File: config.mk
export PLATFORM = sky130hd
export DESIGN_NAME = h264_rtp_fu_a_depacketizer
export DESIGN_NICKNAME = d
export VERILOG_FILES = /design/src/design/h264fu_pkg.sv /design/src/design/h264fu_front.sv /design/src/design/h264fu_cmdq.sv /design/src/design/h264fu_back.sv /design/src/design/h264_rtp_fu_a_depacketizer.sv
export VERILOG_INCLUDE_DIRS = /design/src /design/src/design
export SDC_FILE = /design/constraint.sdc
export NUM_CORES = 1
export LEC_CHECK = 0
export ABC_AREA = 0
export BUFFER_PORTS_ARGS = -buffer_cell sky130_fd_sc_hd__buf_2
export CELL_PAD_IN_SITES_DETAIL_PLACEMENT = 0
export CELL_PAD_IN_SITES_GLOBAL_PLACEMENT = 1
export CORE_AREA = 2 2 253 192
export CTS_BUF_LIST = sky130_fd_sc_hd__clkbuf_8
export CTS_CLUSTER_DIAMETER = 200
export DETAILED_ROUTE_END_ITERATION = 16
export DIE_AREA = 0 0 255 194
export GPL_TIMING_DRIVEN = 1
export PLACE_DENSITY = 0.95
export SLEW_MARGIN = 20
export SYNTH_ARGS = -nofsm -noshare
export SYNTH_HDL_FRONTEND = slang
export SYNTH_SLANG_ARGS = --single-unit
File: constraint.sdc
create_clock -name clk -period 18.2 [get_ports clk]
set_input_delay 2.73 -clock clk [delete_from_list [all_inputs] [get_ports clk]]
set_output_delay 2.73 -clock clk [all_outputs]
set_load 0.1 [all_outputs]
File: src/design/h264_rtp_fu_a_depacketizer_defines.svh
// ----------------------------------------------------------------------------
// H.264 RTP FU-A depacketizer assertion macros
// Shared concurrent assertion forms, clocked on clk and disabled in reset.
// ----------------------------------------------------------------------------
`ifndef H264_RTP_FU_A_DEPACKETIZER_DEFINES_SVH
`define H264_RTP_FU_A_DEPACKETIZER_DEFINES_SVH

// Hold cond on every clock edge out of reset.
`define H264FU_ASSERT_ALWAYS(name, cond, msg) \
    name: assert property (@(posedge clk) disable iff (!rst_n) (cond)) \
        else $error(msg);

// Hold cons in the same cycle as ante.
`define H264FU_ASSERT_IMPLY(name, ante, cons, msg) \
    name: assert property (@(posedge clk) disable iff (!rst_n) (ante) |-> (cons)) \
        else $error(msg);

`endif

File: src/design/h264fu_pkg.sv
// ----------------------------------------------------------------------------
// h264fu_pkg
// Constants, result kinds and the command word passed from front to back.
// ----------------------------------------------------------------------------
package h264fu_pkg;

    // Frame capacity in bytes and derived length width.
    localparam int unsigned FRAME_BYTES = 1048576;
    localparam int LEN_W = $clog2(FRAME_BYTES + 1);

    // Fixed field widths.
    localparam int OFF_W = 20;
    localparam int SEQ_W = 16;
    localparam int TS_W  = 32;

    // Command queue geometry (depth is a power of two).
    localparam int CMDQ_DEPTH = 8;
    localparam int CMDQ_PTR_W = $clog2(CMDQ_DEPTH);
    localparam int CMDQ_CNT_W = $clog2(CMDQ_DEPTH + 1);

    // NAL and FU field constants.
    localparam logic [4:0] NAL_TYPE_FU_A = 5'd28;
    localparam logic [7:0] IND_KEEP_MASK = 8'hE0;
    localparam logic [7:0] HDR_TYPE_MASK = 8'h1F;
    localparam int         FU_START_POS  = 7;
    localparam int         FU_END_POS    = 6;
    localparam logic [7:0] F_BIT         = 8'h80;

    // Start code lengths in bytes.
    localparam logic [2:0] CODE_NONE  = 3'd0;
    localparam logic [2:0] CODE_SHORT = 3'd3;
    localparam logic [2:0] CODE_LONG  = 3'd4;

    typedef enum logic [1:0] {
        KIND_APPEND = 2'd0,
        KIND_PATCH  = 2'd1,
        KIND_DONE   = 2'd2
    } kind_t;

    // Results of one input byte, in order: patch, appends, frame done.
    typedef struct packed {
        logic             patch_en;
        logic [7:0]       patch_val;
        logic [OFF_W-1:0] patch_pos;
        logic [2:0]       code_len;
        logic [2:0]       n_app;
        logic [7:0]       data_val;
        logic [OFF_W-1:0] base;
        logic             done_en;
        logic             done_ovf;
    } cmd_t;

endpackage

File: src/design/h264fu_front.sv
// ----------------------------------------------------------------------------
// h264fu_front
// Accept payload bytes, track packet and fragment state, emit one command word.
// ----------------------------------------------------------------------------
`include "h264_rtp_fu_a_depacketizer_defines.svh"

module h264fu_front
    import h264fu_pkg::*;
(
    input  logic             clk,
    input  logic             rst_n,
    input  logic             push,
    input  logic             cmdq_full,
    input  logic [7:0]       payload_byte,
    input  logic             first_of_packet,
    input  logic             last_of_packet,
    input  logic [SEQ_W-1:0] seq_number,
    input  logic [TS_W-1:0]  rtp_timestamp,
    input  logic             marker_bit,
    output logic             cmd_push,
    output cmd_t             cmd
);

    typedef enum logic [1:0] {
        MODE_IDLE,
        MODE_COPY,
        MODE_FU_HDR,
        MODE_DISCARD
    } mode_t;

    mode_t            mode_reg, mode_next;
    logic [TS_W-1:0]  stamp_reg, stamp_next;
    logic [SEQ_W-1:0] prev_seq_reg, prev_seq_next;
    logic [LEN_W-1:0] len_reg, len_next;
    logic [OFF_W-1:0] hdr_pos_reg, hdr_pos_next;
    logic [7:0]       hdr_val_reg, hdr_val_next;
    logic             open_reg, open_next;
    logic             drop_reg, drop_next;
    logic [7:0]       ind_reg, ind_next;
    logic             ovf_reg, ovf_next;

    logic             accept;
    logic [2:0]       code_sel;
    logic [2:0]       code_len;
    logic [2:0]       count;
    logic [2:0]       n_app;
    logic             data_en;
    logic [7:0]       data_val;
    logic             do_patch;
    logic             do_end;
    logic             do_done;
    logic             new_stamp;
    logic             hdr_fits;
    logic [7:0]       hdr;
    logic             gap;
    logic             drop_eff;
    logic [LEN_W-1:0] room;
    logic             ovf_after;

    assign accept = push && !cmdq_full;

    always_comb
    begin
        mode_next     = mode_reg;
        stamp_next    = stamp_reg;
        prev_seq_next = prev_seq_reg;
        hdr_pos_next  = hdr_pos_reg;
        hdr_val_next  = hdr_val_reg;
        open_next     = open_reg;
        drop_next     = drop_reg;
        ind_next      = ind_reg;

        code_len = CODE_NONE;
        data_en  = 1'b0;
        data_val = payload_byte;
        do_patch = 1'b0;
        do_end   = 1'b0;
        do_done  = 1'b0;

        code_sel  = (len_reg == '0) ? CODE_LONG : CODE_SHORT;
        hdr_fits  = ({1'b0, len_reg} + (LEN_W+1)'(code_sel)) < (LEN_W+1)'(FRAME_BYTES);
        hdr       = (ind_reg & IND_KEEP_MASK) | (payload_byte & HDR_TYPE_MASK);
        gap       = (seq_number - SEQ_W'(1)) != prev_seq_reg;
        drop_eff  = drop_reg || gap;
        new_stamp = (rtp_timestamp != stamp_reg) && (len_reg != '0);

        priority if (first_of_packet)
        begin
            if (new_stamp)
            begin
                // Close the frame and skip this packet entirely.
                do_patch  = open_reg;
                do_done   = 1'b1;
                mode_next = MODE_IDLE;
            end
            else
            begin
                stamp_next = rtp_timestamp;
                if (payload_byte[4:0] == NAL_TYPE_FU_A)
                begin
                    ind_next  = payload_byte;
                    mode_next = MODE_FU_HDR;
                end
                else
                begin
                    do_patch  = open_reg;
                    open_next = 1'b0;
                    drop_next = 1'b0;
                    code_len  = code_sel;
                    data_en   = 1'b1;
                    mode_next = MODE_COPY;
                end
                do_end = last_of_packet;
            end
        end
        else if (mode_reg == MODE_IDLE)
        begin
            // Stray byte: drop.
        end
        else if (mode_reg == MODE_FU_HDR)
        begin
            if (payload_byte[FU_START_POS])
            begin
                do_patch = open_reg;
                code_len = code_sel;
                data_en  = 1'b1;
                data_val = hdr;
                if (hdr_fits)
                begin
                    open_next    = 1'b1;
                    drop_next    = 1'b0;
                    hdr_pos_next = OFF_W'(len_reg + LEN_W'(code_sel));
                    mode_next    = MODE_COPY;
                end
                else
                begin
                    open_next = 1'b0;
                    drop_next = 1'b1;
                    mode_next = MODE_DISCARD;
                end
            end
            else if (!open_reg)
            begin
                drop_next = 1'b1;
                mode_next = MODE_DISCARD;
            end
            else
            begin
                do_patch  = gap;
                drop_next = drop_eff;
                mode_next = drop_eff ? MODE_DISCARD : MODE_COPY;
                if (payload_byte[FU_END_POS])
                begin
                    open_next = 1'b0;
                    drop_next = 1'b0;
                end
            end
            do_end = last_of_packet;
        end
        else
        begin
            data_en = (mode_reg == MODE_COPY);
            do_end  = last_of_packet;
        end

        // The patch marks the stored header; a new FU header overrides it.
        if (do_patch)
        begin
            hdr_val_next = hdr_val_reg | F_BIT;
        end
        if (!first_of_packet && mode_reg == MODE_FU_HDR && payload_byte[FU_START_POS]
            && hdr_fits)
        begin
            hdr_val_next = hdr;
        end

        count     = code_len + {2'b00, data_en};
        room      = LEN_W'(FRAME_BYTES) - len_reg;
        n_app     = (room < LEN_W'(count)) ? room[2:0] : count;
        len_next  = len_reg + LEN_W'(n_app);
        ovf_after = ovf_reg || (n_app != count);
        ovf_next  = ovf_after;

        if (do_end)
        begin
            prev_seq_next = seq_number;
            mode_next     = MODE_IDLE;
            do_done       = do_done || marker_bit;
        end

        if (do_done)
        begin
            len_next  = '0;
            open_next = 1'b0;
            drop_next = 1'b0;
            ovf_next  = 1'b0;
        end

        cmd.patch_en  = do_patch;
        cmd.patch_val = hdr_val_reg | F_BIT;
        cmd.patch_pos = hdr_pos_reg;
        cmd.code_len  = code_len;
        cmd.n_app     = n_app;
        cmd.data_val  = data_val;
        cmd.base      = OFF_W'(len_reg);
        cmd.done_en   = do_done;
        cmd.done_ovf  = ovf_after;

        cmd_push = accept && (do_patch || (n_app != '0) || do_done);
    end

    always_ff @(posedge clk or negedge rst_n)
    begin
        if (!rst_n)
        begin
            mode_reg     <= MODE_IDLE;
            stamp_reg    <= '0;
            prev_seq_reg <= '0;
            len_reg      <= '0;
            hdr_pos_reg  <= '0;
            hdr_val_reg  <= '0;
            open_reg     <= 1'b0;
            drop_reg     <= 1'b0;
            ind_reg      <= '0;
            ovf_reg      <= 1'b0;
        end
        else if (accept)
        begin
            mode_reg     <= mode_next;
            stamp_reg    <= stamp_next;
            prev_seq_reg <= prev_seq_next;
            len_reg      <= len_next;
            hdr_pos_reg  <= hdr_pos_next;
            hdr_val_reg  <= hdr_val_next;
            open_reg     <= open_next;
            drop_reg     <= drop_next;
            ind_reg      <= ind_next;
            ovf_reg      <= ovf_next;
        end
    end

    `H264FU_ASSERT_ALWAYS(a_len_cap, len_reg <= LEN_W'(FRAME_BYTES), "frame length past capacity")
    `H264FU_ASSERT_IMPLY(a_hdr_in_frame, open_reg, LEN_W'(hdr_pos_reg) < len_reg, "open header outside frame")

endmodule

File: src/design/h264fu_cmdq.sv
// ----------------------------------------------------------------------------
// h264fu_cmdq
// Short command queue between the front and back sections.
// ----------------------------------------------------------------------------
`include "h264_rtp_fu_a_depacketizer_defines.svh"

module h264fu_cmdq
    import h264fu_pkg::*;
(
    input  logic clk,
    input  logic rst_n,
    input  logic wr_en,
    input  cmd_t wr_data,
    output logic full,
    input  logic rd_en,
    output cmd_t rd_data,
    output logic empty
);

    cmd_t                  slot_reg [CMDQ_DEPTH];
    logic [CMDQ_PTR_W-1:0] wr_ptr_reg;
    logic [CMDQ_PTR_W-1:0] rd_ptr_reg;
    logic [CMDQ_CNT_W-1:0] count_reg;
    logic                  do_wr;
    logic                  do_rd;

    assign full    = (count_reg == CMDQ_CNT_W'(CMDQ_DEPTH));
    assign empty   = (count_reg == '0);
    assign do_wr   = wr_en && !full;
    assign do_rd   = rd_en && !empty;
    assign rd_data = slot_reg[rd_ptr_reg];

    always_ff @(posedge clk)
    begin
        if (do_wr)
        begin
            slot_reg[wr_ptr_reg] <= wr_data;
        end
    end

    always_ff @(posedge clk or negedge rst_n)
    begin
        if (!rst_n)
        begin
            wr_ptr_reg <= '0;
            rd_ptr_reg <= '0;
            count_reg  <= '0;
        end
        else
        begin
            if (do_wr)
            begin
                wr_ptr_reg <= wr_ptr_reg + CMDQ_PTR_W'(1);
            end
            if (do_rd)
            begin
                rd_ptr_reg <= rd_ptr_reg + CMDQ_PTR_W'(1);
            end
            if (do_wr && !do_rd)
            begin
                count_reg <= count_reg + CMDQ_CNT_W'(1);
            end
            else if (do_rd && !do_wr)
            begin
                count_reg <= count_reg - CMDQ_CNT_W'(1);
            end
        end
    end

    `H264FU_ASSERT_ALWAYS(a_cnt_range, count_reg <= CMDQ_CNT_W'(CMDQ_DEPTH), "queue count past depth")

endmodule

File: src/design/h264fu_back.sv
// ----------------------------------------------------------------------------
// h264fu_back
// Expand each command word into result words into the output register, one per
// cycle while the receiver keeps popping.
// ----------------------------------------------------------------------------
`include "h264_rtp_fu_a_depacketizer_defines.svh"

module h264fu_back
    import h264fu_pkg::*;
(
    input  logic             clk,
    input  logic             rst_n,
    input  logic             cmd_valid,
    input  cmd_t             cmd,
    output logic             cmd_pop,
    output logic             empty,
    input  logic             pop,
    output logic [1:0]       kind,
    output logic [7:0]       byte_value,
    output logic [OFF_W-1:0] frame_offset,
    output logic             overflow,
    output logic             run_last
);

    logic [2:0]       idx_reg, idx_next;
    logic             out_valid_reg, out_valid_next;
    kind_t            kind_reg, kind_next;
    logic [7:0]       byte_reg, byte_next;
    logic [OFF_W-1:0] off_reg, off_next;
    logic             ovf_reg, ovf_next;
    logic             last_reg, last_next;

    logic [2:0]       total;
    logic [2:0]       j;
    logic             is_patch;
    logic             is_app;
    logic             item_last;
    logic             pop_ok;
    logic             load;

    always_comb
    begin
        total     = {2'b00, cmd.patch_en} + cmd.n_app + {2'b00, cmd.done_en};
        j         = idx_reg - {2'b00, cmd.patch_en};
        is_patch  = cmd.patch_en && (idx_reg == '0);
        is_app    = !is_patch && (j < cmd.n_app);
        item_last = (idx_reg == total - 3'd1);
        pop_ok    = pop && out_valid_reg;
        load      = cmd_valid && (!out_valid_reg || pop_ok);
        cmd_pop   = load && item_last;

        priority if (is_patch)
        begin
            kind_next = KIND_PATCH;
            byte_next = cmd.patch_val;
            off_next  = cmd.patch_pos;
            ovf_next  = 1'b0;
        end
        else if (is_app)
        begin
            kind_next = KIND_APPEND;
            if (j < cmd.code_len)
            begin
                byte_next = (j == cmd.code_len - 3'd1) ? 8'd1 : 8'd0;
            end
            else
            begin
                byte_next = cmd.data_val;
            end
            off_next = cmd.base + OFF_W'(j);
            ovf_next = 1'b0;
        end
        else
        begin
            kind_next = KIND_DONE;
            byte_next = 8'd0;
            off_next  = '0;
            ovf_next  = cmd.done_ovf;
        end
        last_next = item_last;

        // Advance within the command; restart at its last result.
        idx_next = idx_reg;
        if (load)
        begin
            idx_next = item_last ? 3'd0 : idx_reg + 3'd1;
        end

        out_valid_next = out_valid_reg;
        if (load)
        begin
            out_valid_next = 1'b1;
        end
        else if (pop_ok)
        begin
            out_valid_next = 1'b0;
        end
    end

    always_ff @(posedge clk or negedge rst_n)
    begin
        if (!rst_n)
        begin
            idx_reg       <= '0;
            out_valid_reg <= 1'b0;
        end
        else
        begin
            idx_reg       <= idx_next;
            out_valid_reg <= out_valid_next;
        end
    end

    always_ff @(posedge clk)
    begin
        if (load)
        begin
            kind_reg <= kind_next;
            byte_reg <= byte_next;
            off_reg  <= off_next;
            ovf_reg  <= ovf_next;
            last_reg <= last_next;
        end
    end

    assign empty        = !out_valid_reg;
    assign kind         = kind_reg;
    assign byte_value   = byte_reg;
    assign frame_offset = off_reg;
    assign overflow     = ovf_reg;
    assign run_last     = last_reg;

    `H264FU_ASSERT_IMPLY(a_cmd_nonempty, cmd_valid, total != 3'd0, "queued command with no results")
    `H264FU_ASSERT_IMPLY(a_idx_range, cmd_valid, idx_reg < total, "result index past command")

endmodule

File: src/design/h264_rtp_fu_a_depacketizer.sv
// ----------------------------------------------------------------------------
// h264_rtp_fu_a_depacketizer
// Rebuild an Annex-B H.264 frame from RTP payload bytes (single NAL and FU-A)
// and report it as append, header patch and frame complete result words.
// ----------------------------------------------------------------------------
//
//   channel  | handshake          | words
//   ---------+--------------------+---------------------------------------------
//   input    | push / full        | payload_byte, first_of_packet, last_of_packet,
//            |                    | seq_number, rtp_timestamp, marker_bit
//   result   | pop / empty        | kind, byte_value, frame_offset, overflow,
//            |                    | run_last
//
// Cycles: the front takes one input word per cycle while full is low and turns
// it into at most one command word; the back sends one result word per cycle
// from that command while pop keeps up. An input word causes 0 to 6 result
// words, so the result port sets the sustained rate: a plain payload byte
// (one result) passes at one per cycle; a start code or frame end adds more.
// Reset clears all packet, fragment and frame state (empty frame, idle).
// Stalls: an 8-deep command queue absorbs start-code bursts; full rises only
// when it fills, and the result register holds while pop stays low.
//
// Input-side behavior:
//   - a first byte with a new timestamp on a non-empty frame patches an open
//     fragment, completes the frame and skips that packet
//   - an FU-A header with the start bit emits a start code and the rebuilt
//     NAL header, whose offset is kept for a later patch
//   - a continuation after a sequence gap patches the header and drops the
//     rest of the fragment
//   - a marker on the last byte completes the frame
//   - bytes beyond FRAME_BYTES are dropped and flagged on frame complete
//
module h264_rtp_fu_a_depacketizer
    import h264fu_pkg::*;
(
    input  logic             clk,
    input  logic             rst_n,
    input  logic             push,
    output logic             full,
    input  logic [7:0]       payload_byte,
    input  logic             first_of_packet,
    input  logic             last_of_packet,
    input  logic [SEQ_W-1:0] seq_number,
    input  logic [TS_W-1:0]  rtp_timestamp,
    input  logic             marker_bit,
    output logic             empty,
    input  logic             pop,
    output logic [1:0]       kind,
    output logic [7:0]       byte_value,
    output logic [OFF_W-1:0] frame_offset,
    output logic             overflow,
    output logic             run_last
);

    // Front to queue.
    logic cmd_push;
    cmd_t cmd_in;

    // Queue to back.
    logic cmdq_empty;
    logic cmd_pop;
    cmd_t cmd_out;

    // Front: classify each byte, keep frame and fragment state.
    h264fu_front u_front
    (
        .clk             (clk),
        .rst_n           (rst_n),
        .push            (push),
        .cmdq_full       (full),
        .payload_byte    (payload_byte),
        .first_of_packet (first_of_packet),
        .last_of_packet  (last_of_packet),
        .seq_number      (seq_number),
        .rtp_timestamp   (rtp_timestamp),
        .marker_bit      (marker_bit),
        .cmd_push        (cmd_push),
        .cmd             (cmd_in)
    );

    // Queue: decouple the two sides so each stalls on its own.
    h264fu_cmdq u_cmdq
    (
        .clk     (clk),
        .rst_n   (rst_n),
        .wr_en   (cmd_push),
        .wr_data (cmd_in),
        .full    (full),
        .rd_en   (cmd_pop),
        .rd_data (cmd_out),
        .empty   (cmdq_empty)
    );

    // Back: expand commands into result words.
    h264fu_back u_back
    (
        .clk          (clk),
        .rst_n        (rst_n),
        .cmd_valid    (!cmdq_empty),
        .cmd          (cmd_out),
        .cmd_pop      (cmd_pop),
        .empty        (empty),
        .pop          (pop),
        .kind         (kind),
        .byte_value   (byte_value),
        .frame_offset (frame_offset),
        .overflow     (overflow),
        .run_last     (run_last)
    );

endmodule

==> results.md <==
- Fin Setup TNS: 0 ns
- # setup viols final: 0
- Avg Inst Size Synth: about 17 sq um
- TritonCTS clock tree: done
- Startpoint Class: input port
- Vias: between 15,000 and 20,000
- Horiz. Die Dim: about 260 microns
- CP Capture Type: register
- Hold slack: 0.4993 ns
- Layout cell share with drive strength beyond 1: about a quarter
- First-pass GRT wire length: around 91,000 microns
- Hold Path Class: reg2reg
- Slowest cell on crit path: buf_4
- Main synth FF type: edfxtp_1
- Starting Density: between 50% and 60%
- First-pass DRT Iterations: 5
- Core Footprint: ~47,000 sq um
- Yosys top cell area share: between 50% and 60%
- Global-route congestion overflow total: 0
- GP Congestion: about 0.84
- Ranking of synthesized cells by area: edfxtp_1 58%, dfrtp_1 11%, mux4_2 10%
- Setup CP Type: in2reg
- DRC violations left: 0
- Starting DRT DRC Count: around 1,700
- Max Clock Skew: 0.03676 ns
- Root buffer cell: clkbuf_8
- DP Cell Count: ~2,300
- Antenna cells: 0
- Die Ht: about 190 microns
- Post-DRT Antenna Nets: 0
- Fin cells: between 2,000 and 2,500
- Status: completed
- Max_cap viols: 0
- Post-DP HPWL: 35,040 microns
- Reg clk slew, reported paths: 0.06 ns
- CTS H-tree lvls: 3
- Drt via density: between 6 and 7
- Core Rows: 69
- Final Max Tran Viols: 0
- DIE AREA: 49,470 sq um
- Synth cell types: 80
- Routed wire length: roughly 59,000 microns
- PD cells: around 180 nW/um^2
- Peak VDD IR: 0.09743 mV
- Fin crit period: approximately 8.7 ns
- Synth area leader: edfxtp_1
- Pin count of the biggest net entering global routing: 67
- Critical Path RT: 18.48 ns
- Clk buf depth: 3
- Rel. slew slack: about 23%
- CTS Sinks: between 600 and 700
- I/O pins: just under 100
- FMAX: ~0.11 GHz
- Post-layout nets: ~1,900
- RSZ-0062 raised after global routing: no
- Crit-path max FO: 63
- Antenna violations before repair: 3
- WL/cell: around 24 microns
- Crit path arrival time: approximately 9.0 ns
- Gr usage total: between 20% and 30%
- Final hold vios: 0
- Setup bufs post-CTS: 0
- Cts hold-fix bufs: 0
- R2R depth: 21
- TritonCTS buffer count: 94
- Power Total: 0.005529 W
- Fin crit share: between 40% and 50%
- Async set-reset flop share out of synthesis: a little under a fifth
- Post-Syn Area: approximately 28,000 sq um
- Register bit count reported by yosys: 654
- PostCTS Resize Cnt: 0
- Clock latency on the worst-skew pair: about 0.69 ns
- Worst Hold Path Cells: 2
- P_leak: around 11 nW
- Syn Nets: around 1,700
- Crit-path max cell delay: about 0.85 ns
- Crit path cell chain: buf_2, xor2_1, nor4_1, nand4_1, nor2_1, o21ai_0, o21a_1, nor2_1, ha_1, xor2_1, inv_1, ha_1, a21oi_1, o211a_1, a21boi_0, o2111ai_1, nor3_1, o31ai_1, a31oi_1, and4b_4, buf_4
- Post-synth EDFFs: between 500 and 600
- Post-Synthesis Cells: between 1,500 and 2,000
- Largest register FFs: 504
- Post-layout util: approximately two thirds
- Seq/Total Area, Yosys: between 60% and 70%
- Worst-margin pin slew: approximately 1.2 ns
- Input/output buffers: between 90 and 100
- P&R area growth vs syn: 11.20%
- Vias in the first global route: 15,770
- Yosys warns: 0
-- kinds of logic after synthesis --
group                    after synthesis  share of synthesized area [%]
flip-flops                           654                          68.19
AND/OR/NAND/NOR                      284                          5.613
multiplexers                         258                          15.22
AO/OA/AOI/OAI                        157                          3.664
XOR/XNOR                             121                          3.794
buffers and inverters                110                          1.774
adder cells (fa/ha/maj)               36                          1.747
-- cells in the final DEF (no fill, tap or decap), drive strengths merged, types with 8 or more instances in the layout --
cell type  count
nor3b          8
buf          119
clkinv        28
nand4         13
dfrtp        118
or4            9
a21oi         21
inv           62
or3           12
mux4         126
nor4          25
o22ai         25
nand3         22
xor2          75
nand2         67
clkbuf       103
mux2          73
xnor2         46
ha            31
edfxtp       536
nor2          54
mux2i         59
nor3          18
o21ai         49
bufinv         8
-- layer usage --
metal | GRT usage (%) | vias to the layer above | share of wire [%]
met5 | 0 | - | 0.042
met4 | 7.299 | 4 | 2.5
met3 | 6.404 | 130 | 10
met2 | 37.28 | 758 | 47
met1 | 35.42 | 7965 | 41
li1 | - | 6689 | -
-- per-stage QoR --
| stage | area (sq um) | worst slack [ns] |
|---|---|---|
| after global placement | 29070 | 9.260 |
| after CTS | 31060 | 9.609 |
| after detailed placement | 29070 | 8.908 |
| after floorplan | 27930 | 9.885 |
| final | 31060 | 9.479 |
| after global routing | 31060 | 8.881 |
-- worst max-delay path, delay by kind of cell --
| kind | cells | cell delay [ns] |
|---|---|---|
| buffers and inverters | 3 | 1.07 |
| AOI/OAI and AO/OA | 8 | 2.13 |
| xor gates and xnor gates | 2 | 0.40 |
| adders and majority gates | 2 | 0.57 |
| and+or+nand+nor | 6 | 2.06 |
-- path summary, 6_finish.rpt --
path,from,end,slack (ns)
worst max-delay path,rtp_timestamp[13],u_cmdq.slot_reg[5][15],9.48
worst max register to register,u_front.len_reg[1],u_cmdq.slot_reg[5][15],10.61
max in group asynchronous,rst_n,u_cmdq.rd_ptr_reg[1],14.58
worst min-delay path,u_front.ind_reg[7],u_front.ind_reg[7],0.50
worst min register to register,u_front.ind_reg[7],u_front.ind_reg[7],0.50
min in group asynchronous,rst_n,u_front.stamp_reg[9],2.12
-- synth_stat cells (6+ instances only) --
cell,number
nor3b_1,7
a211oi_1,7
a21oi_1,21
o21ai_0,47
nand2b_1,7
o211ai_1,6
buf_6,6
nor2_1,54
mux2_2,72
buf_1,8
or4_1,8
clkbuf_1,46
nor4_1,22
and4_1,6
a21o_1,7
edfxtp_1,536
dfrtp_1,118
mux4_2,126
mux2i_1,59
buf_2,18
xor2_1,75
nand4_1,13
xnor2_1,46
nor3_1,17
nor2b_1,6
o22ai_1,25
and3_1,6
nand2_1,67
ha_1,31
or3_1,12
nand3_1,22
and2_1,6
inv_1,28
-- power breakdown --
| part | leakage (nW) | internal (W) | total [W] | switching, W |
|---|---|---|---|---|
| logic | 3.44 | 0.000809 | 0.00214 | 0.00133 |
| registers | 6.54 | 0.00202 | 0.00219 | 0.000172 |
| clock network | 1.12 | 0.000644 | 0.00121 | 0.000561 |
-- layout make-up --
| class | count | area (sq um) |
|---|---|---|
| flip-flops and latches | 654 | 19060 |
| fillers | 3052 | 15990 |
| multi-input cells | 856 | 8451 |
| clock buffers | 103 | 1418 |
| well taps | 639 | 799.5 |
| repair buffers | 119 | 659.4 |
| clock inverters | 72 | 570.5 |
| inverters | 28 | 105.1 |
No activity file was read; power rests on OpenSTA's default activity.
